==> config.mk <==
export PLATFORM = sky130hd
export DESIGN_NAME = ring_fifo_overwrite_peek_top
export DESIGN_NICKNAME = d
export VERILOG_FILES = /design/src/sv/rfop_pkg.sv /design/src/sv/rfop_ctrl.sv /design/src/sv/rfop_dp.sv /design/src/sv/ring_fifo_overwrite_peek_top.sv
export SDC_FILE = /design/constraint.sdc
export NUM_CORES = 2
export LEC_CHECK = 0
export BUFFER_PORTS_ARGS = -buffer_cell sky130_fd_sc_hd__buf_2
export CORE_MARGIN = 4
export CORE_UTILIZATION = 55
export DETAILED_ROUTE_END_ITERATION = 10
export PLACE_DENSITY = 0.71
export SETUP_SLACK_MARGIN = 0.1
export SLEW_MARGIN = 20
export SYNTH_ARGS = -nofsm -noshare
export SYNTH_HDL_FRONTEND = slang
export SYNTH_SLANG_ARGS = --single-unit
==> constraint.sdc <==
create_clock -name clk -period 11.6 [get_ports clk]
set_input_delay 2.32 -clock clk [delete_from_list [all_inputs] [get_ports clk]]
set_output_delay 2.32 -clock clk [all_outputs]
set_load 0.01 [all_outputs]
==> src/sv/rfop_pkg.sv <==
package rfop_pkg;

  localparam logic [2:0] REQ_PUSH     = 3'd0;
  localparam logic [2:0] REQ_POP      = 3'd1;
  localparam logic [2:0] REQ_PEEK     = 3'd2;
  localparam logic [2:0] REQ_PEEK_AT  = 3'd3;
  localparam logic [2:0] REQ_CLEAR    = 3'd4;
  localparam logic [2:0] REQ_CLR_DROP = 3'd5;

  localparam logic [31:0] DROP_MAX = 32'hFFFF_FFFF;
  localparam int          CAP_RESET = 64;

  typedef struct packed {
    logic load;
    logic exec;
    logic resp;
  } ctrl_cmd_t;

endpackage

==> src/sv/rfop_ctrl.sv <==
module rfop_ctrl (
  input  logic               clk,
  input  logic               rst,
  input  logic               start,
  output logic               busy,
  output logic               done,
  output rfop_pkg::ctrl_cmd_t cmd
);

  localparam logic [1:0] ST_IDLE = 2'd0;
  localparam logic [1:0] ST_EXEC = 2'd1;
  localparam logic [1:0] ST_RESP = 2'd2;

  logic [1:0] state;
  logic [1:0] state_next;

  always_comb begin
    state_next = state;
    case (state)
      ST_IDLE: begin
        if (start) state_next = ST_EXEC;
      end
      ST_EXEC: state_next = ST_RESP;
      ST_RESP: state_next = ST_IDLE;
      default: state_next = ST_IDLE;
    endcase
  end

  always_ff @(posedge clk) begin
    if (rst) begin
      state <= ST_IDLE;
    end else begin
      state <= state_next;
    end
  end

  assign busy     = (state != ST_IDLE);
  assign done     = (state == ST_RESP);
  assign cmd.load = (state == ST_IDLE) && start;
  assign cmd.exec = (state == ST_EXEC);
  assign cmd.resp = (state == ST_RESP);

endmodule

==> src/sv/rfop_dp.sv <==
module rfop_dp #(
  parameter int MAX_DEPTH = 64,
  parameter int ELEM_BITS = 32
) (
  input  logic                clk,
  input  logic                rst,
  input  rfop_pkg::ctrl_cmd_t cmd,
  input  logic                cfg_write,
  input  logic [6:0]          cfg_data,
  input  logic [2:0]          req_type,
  input  logic [31:0]         push_data,
  input  logic                overwrite_when_full,
  input  logic [5:0]          peek_index,
  output logic                ok,
  output logic [31:0]         read_data,
  output logic [6:0]          fill_count,
  output logic                is_full,
  output logic                is_empty,
  output logic [31:0]         drop_total
);

  localparam int PW   = $clog2(MAX_DEPTH);
  localparam int CNTW = $clog2(MAX_DEPTH + 1);
  localparam int AW   = ((CNTW > 6) ? CNTW : 6) + 1;
  localparam int RST_CAP = (MAX_DEPTH < rfop_pkg::CAP_RESET) ? MAX_DEPTH
                                                             : rfop_pkg::CAP_RESET;

  logic [ELEM_BITS-1:0] mem [MAX_DEPTH];

  logic [2:0]           req;
  logic [ELEM_BITS-1:0] data;
  logic                 ow;
  logic [5:0]           idx;
  logic [CNTW-1:0]      cap;
  logic [PW-1:0]        wp;
  logic [CNTW-1:0]      cnt;
  logic [31:0]          drops;
  logic                 rd_sel;
  logic [ELEM_BITS-1:0] rdq;

  logic [ELEM_BITS+31:0] push_wide;
  logic [ELEM_BITS+31:0] rd_wide;
  logic [CNTW+6:0]       cfg_ext;
  logic [CNTW-1:0]       cap_next;
  logic [CNTW+7:0]       cnt_ext;

  logic [AW-1:0] cap_a;
  logic [AW-1:0] cnt_a;
  logic [AW-1:0] wp_a;
  logic [AW-1:0] idx_a;
  logic [AW-1:0] old_sum;
  logic [AW-1:0] oldest;
  logic [AW-1:0] pos_sum;
  logic [AW-1:0] pos;
  logic [AW-1:0] wp_sum;
  logic [AW-1:0] wp_inc;
  logic          full;
  logic          push_take;

  assign push_wide = {{32{1'b0}}, push_data};
  assign cfg_ext   = {{CNTW{1'b0}}, cfg_data};

  always_comb begin
    if (cfg_ext == '0) begin
      cap_next = CNTW'(1);
    end else if (cfg_ext > (CNTW+7)'(MAX_DEPTH)) begin
      cap_next = CNTW'(MAX_DEPTH);
    end else begin
      cap_next = cfg_ext[CNTW-1:0];
    end
  end

  assign cap_a = {{(AW-CNTW){1'b0}}, cap};
  assign cnt_a = {{(AW-CNTW){1'b0}}, cnt};
  assign wp_a  = {{(AW-PW){1'b0}}, wp};
  assign idx_a = (req == rfop_pkg::REQ_PEEK_AT) ? {{(AW-6){1'b0}}, idx} : '0;

  always_comb begin
    old_sum = wp_a + (cap_a - cnt_a);
    oldest  = (old_sum >= cap_a) ? old_sum - cap_a : old_sum;
    pos_sum = oldest + idx_a;
    pos     = (pos_sum >= cap_a) ? pos_sum - cap_a : pos_sum;
    wp_sum  = wp_a + AW'(1);
    wp_inc  = (wp_sum >= cap_a) ? wp_sum - cap_a : wp_sum;
  end

  assign full      = (cnt == cap);
  assign push_take = !full || ow;

  always_ff @(posedge clk) begin
    if (cmd.load) begin
      req  <= req_type;
      data <= push_wide[ELEM_BITS-1:0];
      ow   <= overwrite_when_full;
      idx  <= peek_index;
    end
    if (cmd.exec) begin
      rdq <= mem[pos[PW-1:0]];
      if (req == rfop_pkg::REQ_PUSH && push_take) begin
        mem[wp] <= data;
      end
    end
  end

  always_ff @(posedge clk) begin
    if (rst) begin
      cap    <= CNTW'(RST_CAP);
      wp     <= '0;
      cnt    <= '0;
      drops  <= '0;
      ok     <= 1'b0;
      rd_sel <= 1'b0;
    end else if (cfg_write) begin
      cap   <= cap_next;
      wp    <= '0;
      cnt   <= '0;
      drops <= '0;
    end else if (cmd.exec) begin
      ok     <= 1'b0;
      rd_sel <= 1'b0;
      case (req)
        rfop_pkg::REQ_PUSH: begin
          if (push_take) begin
            wp <= wp_inc[PW-1:0];
            if (!full) cnt <= cnt + CNTW'(1);
            ok <= 1'b1;
          end else if (drops != rfop_pkg::DROP_MAX) begin
            drops <= drops + 32'd1;
          end
        end
        rfop_pkg::REQ_POP, rfop_pkg::REQ_PEEK: begin
          if (cnt != '0) begin
            if (req == rfop_pkg::REQ_POP) cnt <= cnt - CNTW'(1);
            ok     <= 1'b1;
            rd_sel <= 1'b1;
          end
        end
        rfop_pkg::REQ_PEEK_AT: begin
          if ({{(AW-6){1'b0}}, idx} < cnt_a) begin
            ok     <= 1'b1;
            rd_sel <= 1'b1;
          end
        end
        rfop_pkg::REQ_CLEAR: begin
          wp <= '0;
          cnt <= '0;
          ok <= 1'b1;
        end
        rfop_pkg::REQ_CLR_DROP: begin
          drops <= '0;
          ok <= 1'b1;
        end
        default: begin
          ok <= 1'b0;
        end
      endcase
    end
  end

  assign rd_wide    = {{32{1'b0}}, rdq};
  assign read_data  = rd_sel ? rd_wide[31:0] : 32'd0;
  assign cnt_ext    = {{8{1'b0}}, cnt};
  assign fill_count = cnt_ext[6:0];
  assign is_full    = full;
  assign is_empty   = (cnt == '0);
  assign drop_total = drops;

endmodule

==> src/sv/ring_fifo_overwrite_peek_top.sv <==
// Sequence: a request accepted in the idle state goes through the execute state and gives
// its result, with done high, in the respond state. A new request is taken only once the
// block is back in the idle state. Reset: synchronous; clears pointers, fill count, drop
// counter and sets capacity to min(MAX_DEPTH, 64). The element store is not cleared; the
// receiver cannot stall a result beat.
module ring_fifo_overwrite_peek_top #(
  parameter int MAX_DEPTH = 64,
  parameter int ELEM_BITS = 32
) (
  input  logic        clk,
  input  logic        rst,
  input  logic        start,
  output logic        busy,
  input  logic [2:0]  req_type,
  input  logic [31:0] push_data,
  input  logic        overwrite_when_full,
  input  logic [5:0]  peek_index,
  input  logic        cfg_valid,
  output logic        cfg_ready,
  input  logic [6:0]  cfg_data,
  output logic        done,
  output logic        ok,
  output logic [31:0] read_data,
  output logic [6:0]  fill_count,
  output logic        is_full,
  output logic        is_empty,
  output logic [31:0] drop_total
);

  rfop_pkg::ctrl_cmd_t cmd;

  assign cfg_ready = !busy && !start;

  rfop_ctrl u_ctrl (
    .clk   (clk),
    .rst   (rst),
    .start (start),
    .busy  (busy),
    .done  (done),
    .cmd   (cmd)
  );

  rfop_dp #(
    .MAX_DEPTH (MAX_DEPTH),
    .ELEM_BITS (ELEM_BITS)
  ) u_dp (
    .clk                 (clk),
    .rst                 (rst),
    .cmd                 (cmd),
    .cfg_write           (cfg_valid && cfg_ready),
    .cfg_data            (cfg_data),
    .req_type            (req_type),
    .push_data           (push_data),
    .overwrite_when_full (overwrite_when_full),
    .peek_index          (peek_index),
    .ok                  (ok),
    .read_data           (read_data),
    .fill_count          (fill_count),
    .is_full             (is_full),
    .is_empty            (is_empty),
    .drop_total          (drop_total)
  );

  a_result_follows: assert property (@(posedge clk) disable iff (rst)
    (start && !busy) |-> ##2 done)
    else $error("result beat missing");

  a_single_beat: assert property (@(posedge clk) disable iff (rst)
    done |=> !done)
    else $error("result beat repeated");

  a_full_not_empty: assert property (@(posedge clk) disable iff (rst)
    done |-> !(is_full && is_empty))
    else $error("full and empty together");

  a_cfg_reinit: assert property (@(posedge clk) disable iff (rst)
    (cfg_valid && cfg_ready) |=> (fill_count == 7'd0 && drop_total == 32'd0))
    else $error("capacity write did not reinitialize");

endmodule

* Yosys cells after proc, flatten, opt, wreduce, memory -nomap -nowiden *
Memory sizes are Yosys's and may differ from the RTL's. A register that Yosys moved wholly into a read port is not among the register bits.
Index checks and enable logic that the tools add are counted.

cells by class
  muxes and demuxes = 27
  eq/ne operators = 16
  bitwise logic cells = 1
  reduce and logical (&&, ||, !) cells = 24
  $add $sub $neg = 10
  $lt $le $gt $ge = 5

operator list
  kind                     count
  $mux W32                 3
  $pmux W32 S2             1
  $mux W7                  6
  $add A32 B1 Y32 const B  1
  $ne A32 B32 Y1 const B   1
  $mux W6                  4
  $pmux W7 S3              1
  $ge A8 B7 Y1             2
  $logic_not A14 Y1        1
  $pmux W6 S2              1
  $sub A6 B6 Y6            2
  $add A6 B8 Y8            1
  $add A8 B6 Y8            1
  $mux W8                  1
  $ne A2 B2 Y1 const B     4
  $sub A7 B7 Y8            1
  $sub A8 B7 Y8            1
  $add A6 B1 Y7 const B    1
  $add A7 B1 Y7 const B    1
  $eq A7 B7 Y1             1
  $ge A7 B7 Y1             1
  $gt A7 B7 Y1 const B     1
  $logic_not A7 Y1         1
  $lt A6 B7 Y1             1
  26 further kinds         44

storage, ports and cells
  bits in writable memories = 2048
  input port bits = 53
  memories kept = 1
  register bits after elaboration = 98
  logic and storage cells = 95

memories
  name      words  bits a word  rd ports  clocked after memory_dff  wr ports  line           source
  u_dp.mem  64     32           1         1                         1         rfop_dp.sv:28  logic [ELEM_BITS-1:0] mem [MAX_DEPTH];

* Depth between registers and ports, before layout *
  depth in word-level cells = 7
  depth in mapped cells = 40
  depth with buffers taken out = 34

* By module *
From an unflattened synthesis, not the netlist that was laid out.

second synthesis, totals
  cells, all modules = 6352
  area, all modules = 88661.3 um^2

modules (own cells, without submodules)
  module                        times used  seq. area each (um^2)  cells each  area each (um^2)
  rfop_dp                       1           64802.2                6340        88538.7
  rfop_ctrl                     1           40.0                   10          106.4
  ring_fifo_overwrite_peek_top  1           0.0                    2           16.3

* Worst setup path after synthesis *
Ideal clock, no wire load.

  path type = register to register
  start = reg u_dp.wp[2]
  end = reg u_dp.rdq[20], read port of u_dp.mem (data pin)
  stages on the path, launching flop included = 38
  path buffers = 6
  arrival = 7.567 ns
  data required time = 11.331 ns
  setup slack = 3.764 ns
  setup time = 0.269 ns
  period minus slack after synthesis = 7.836 ns
  cells stage by stage = dfxtp_1 > clkbuf_1 > inv_1 > fa_1 > inv_1 > ha_1 > a211oi_1 > nor3_1 > or3b_1 > ha_1 > nand4_1 > o21bai_1 > a21oi_1 > nand2_1 > clkbuf_1 > nor2_1 > a21oi_1 > ha_1 > (+2 left out) > xor2_1 > inv_1 > ha_1 > nor2b_1 > o21ai_0 > a31oi_1 > o211ai_1 > and2_1 > clkbuf_1 > nand4_1 > nand2_1 > clkbuf_1 > buf_1 > buf_1 > nand3_1 > a22oi_1 > o221a_2 > o31ai_1

on the way
  cells in the longest elaborated chain, start to end = 6
  elaborated cells between the ends (all ways) = 8

RTL lines
  element                                               line            source
  start: declaration                                    rfop_dp.sv:35   logic [PW-1:0] wp;
  start signal: assignment                              rfop_dp.sv:124  wp <= wp_inc[PW-1:0];
  $add A6 B8 Y8 (*)                                     rfop_dp.sv:79   old_sum = wp_a + (cap_a - cnt_a);
  $sub A8 B7 Y8 / $ge A8 B7 Y1 (equally long branches)  rfop_dp.sv:80   oldest = (old_sum >= cap_a) ? old_sum - cap_a : old_sum;
  $mux W8 (*)                                           rfop_dp.sv:80
  $add A8 B6 Y8 (*)                                     rfop_dp.sv:81   pos_sum = oldest + idx_a;
  $ge A8 B7 Y1 / $sub A6 B6 Y6 (equally long branches)  rfop_dp.sv:82   pos = (pos_sum >= cap_a) ? pos_sum - cap_a : pos_sum;
  $mux W6 (*)                                           rfop_dp.sv:82
  end: declaration                                      rfop_dp.sv:39   logic [ELEM_BITS-1:0] rdq;

Mark *: on every way between the ends. The rest lies on a longest branch, timed or not.
A chain may end at the register's enable or synchronous reset.

* Final worst setup path *
  start = reg u_dp.cap[1]
  end = reg u_dp.rdq[19], read port of u_dp.mem (data pin)

on the way
  cells in the longest elaborated chain, start to end = 7
  elaborated cells between the ends (all ways) = 9

RTL lines
  element                                               line            source
  start: declaration                                    rfop_dp.sv:34   logic [CNTW-1:0] cap;
  start signal: assignment                              rfop_dp.sv:107  cap <= CNTW'(RST_CAP);
  start signal: assignment                              rfop_dp.sv:114  cap <= cap_next;
  $sub A7 B7 Y8                                         rfop_dp.sv:79
  $add A6 B8 Y8                                         rfop_dp.sv:79
  $sub A8 B7 Y8 / $ge A8 B7 Y1 (equally long branches)  rfop_dp.sv:80
  $mux W8                                               rfop_dp.sv:80
  $add A8 B6 Y8                                         rfop_dp.sv:81
  $ge A8 B7 Y1 / $sub A6 B6 Y6 (equally long branches)  rfop_dp.sv:82
  $mux W6 (*)                                           rfop_dp.sv:82

Marked as above.

==> flow_summary.toml <==
[logic_synthesis]
avgSynthCellArea_um2 = 14.05
async_flop_share_pct = 0
ys_warn_count = 0
synth_edf_count = 2122
netlist_area_mm2 = 0.08757
ys_types = 68
syn_inst = 6231
ys_ff_latch = 2178
yosys_most_used_dff = "edfxtp_1"
ys_seq_area_share_pct = 74.05
syn-num-nets = 6344

[drt]
drc = 0
dr.pass1.iters = 6
routed-via-count = 56404
ant_nets = 0
drt_wl_total_um = 251500
avgViaCountPerCell = 6.556
wire_per_inst_um = 29.23
drt_iter0_drc = 8456

[clocking]
clock_latency_ps = 850
ctsResizeCount = 0
cts-root-buf = "clkbuf_16"
tritoncts = "yes"
clk_pin_slew_ps = 60
cts_max_path_buffers = 3
numCtsBuffers = 211
cts_setup_buffers = 0
cts_max_level = 4
cts.sinks = 2178
ctsHoldBuffers = 0

[cells_and_area]
drive_above_1_share_pct = 11.23
final_common_cell = "edfxtp_1"
multiInputGateArea_mm2 = 0.02149
fill_cells = 11353
final_nets = 6467
seq_area_mm2 = 0.06484
syn_to_final_growth_pct = 12.07
final_cell_mix = "edfxtp_1 (2122), nand2_1 (1189), and3_1 (331)"

[place]
gp_congestion = 0.8892
dp_hpwl_um = 136700
io_buffers = 129

[sta]
period_needed_ps = 10580
finalHoldViolCount = 0
min_period_over_period_pct = 91.20
slew_headroom_pct = 16.20
drv_slew = 0
rsz0062_at_grt = "false"
tightest_slew_ps = 1225
final-setup-viol-count = 0
finalClockSkew_ps = 39.88
timing.hold.ws_ps = 512.2
fmax_mhz = 94.53
tns_ps = 0

[global_routing]
grt_pass1_vias = 54102
grt_use_total_pct = 30.04
gr-total-overflow = 0
grt_pass1_wl_um = 363200
grt_antenna_before_repair = 24
grt_max_degree = 126

[critical_path]
worstSetupStartpointType = "flip-flop"
crit_path_end_kind = "flip-flop"
cp_slowest_cell = "o32ai_1"
path_buf_inv = 5
required_ps = 12300
path_common_cell = "inv_1"
max_stage_delay_ps = 970
crit_arrival_ps = 11280
cp_max_fo = 26
crit_type = "reg2reg"
crit_family = "simple AND/OR/NAND/NOR gates"

[floorplanning]
die_h_um = 407.0
design.core.area_mm2 = 0.1584
start_util_pct = 55.29
die_w_um = 407.0
rows = 146
dieArea_mm2 = 0.1657
io_pins = 130

[run]
drv_cap = 0

[status]
status = "complete, no violations"

[min_path]
hp-class = "reg2reg"
[metrics by stage]
stage          util, %  cells  setup slack (ps)  instance area, um2
6_report         61.96   8603              1021               98140
5_1_grt          61.95   8598             406.3               98120
4_1_cts          61.95   8597              1261               98120
3_5_place_dp     57.79   8213              1305               91520
3_3_place_gp     57.75   8209             388.6               91470
2_1_floorplan        -   6231              3764               87570
[area by class of cell]
class	instances	area share, %
multi-input combinational	3579	21.89
tap	2072	2.642
sequential	2178	66.07
timing repair buffer	330	2.448
clock buffer	262	5.575
inverter	54	0.2065
antenna	6	0.01530
clock inverter	122	1.145
[cells by family (layout without fill, tap and decap cells)]
| logic type | after synthesis | count (layout) | share of synthesized area (%) |
|---|---|---|---|
| XOR/XNOR | 61 | 61 | 0.6101 |
| other | 0 | 6 | 0 |
| adder cells (fa/ha/maj) | 60 | 60 | 0.9516 |
| flip-flops | 2178 | 2178 | 74.05 |
| buffers and inverters | 474 | 768 | 2.183 |
| AND/OR/NAND/NOR | 2167 | 2167 | 11.19 |
| multiplexers | 191 | 191 | 2.253 |
| AO/OA/AOI/OAI | 1100 | 1100 | 8.767 |
[state kept, by name, indices dropped and copies added, names as in the netlist, 2 cells and up]
signal / flops
u_ctrl.state: 2
u_dp.cap: 7
u_dp.data: 32
u_dp.drop_total: 32
u_dp.fill_count: 7
u_dp.idx: 6
u_dp.mem: 2048
u_dp.rdq: 32
u_dp.req: 3
u_dp.wp: 6
[worst paths after layout]
check / slack (ps) / endpoint / start / cells past startpoint
worst min-delay path: 510 / u_dp.drop_total[23]$_SDFFE_PP0P_ / u_dp.drop_total[23]$_SDFFE_PP0P_ / 2
worst max register to register: 1020 / u_dp.rdq[19]$_DFFE_PN_ / u_dp.cap[1]$_SDFFE_PP0P_ / 32
worst max-delay path: 1020 / u_dp.rdq[19]$_DFFE_PN_ / u_dp.cap[1]$_SDFFE_PP0P_ / 32
worst min register to register: 510 / u_dp.drop_total[23]$_SDFFE_PP0P_ / u_dp.drop_total[23]$_SDFFE_PP0P_ / 2
[worst reg2reg max path, delay by kind of cell (launching register included)]
family / cells / cell delay, ps
AO/OA/AOI/OAI: 9 / 2440
XOR/XNOR: 1 / 370
adder cells (fa/ha/maj): 6 / 2350
buffers and inverters: 5 / 950
flip-flops: 1 / 440
multiplexers: 1 / 950
AND/OR/NAND/NOR: 10 / 2970
[synthesized netlist by cell type, drive strengths merged, types with 16 or more instances]
cell type | instances | area (um2)
edfxtp | 2122 | 63720
nand2 | 1192 | 4474
and3 | 331 | 2071
a211oi | 330 | 2477
nand3 | 311 | 1556
clkbuf | 288 | 1081
a31oi | 229 | 1433
mux2i | 178 | 1782
nor2 | 153 | 574.3
a21oi | 148 | 740.7
buf | 132 | 628.1
o21ai | 64 | 324.1
dfxtp | 56 | 1121
inv | 54 | 202.7
nand4 | 53 | 331.6
ha | 49 | 613.1
and2 | 47 | 294.0
o22ai | 44 | 275.3
a22oi | 38 | 285.3
o221ai | 37 | 324.1
a311oi | 33 | 289.0
a2111oi | 32 | 280.3
xnor2 | 32 | 280.3
xor2 | 29 | 254.0
nor3 | 27 | 145.1
a32oi | 23 | 201.4
a21o | 20 | 150.1
o32ai | 17 | 148.9
o41ai | 16 | 140.1
[per-layer routing]
metal | GRT usage, % | up-vias | wire length (um)
met5 | 0 | - | 78
met4 | 12.36 | 12 | 11090
met3 | 6.670 | 631 | 30560
met2 | 47.17 | 3657 | 116300
met1 | 41.06 | 27965 | 93440
li1 | - | 24139 | -
Power is left out: the tool's default activity adds up to more than one toggle a clock period on the data nets, which glitch-free logic cannot reach.
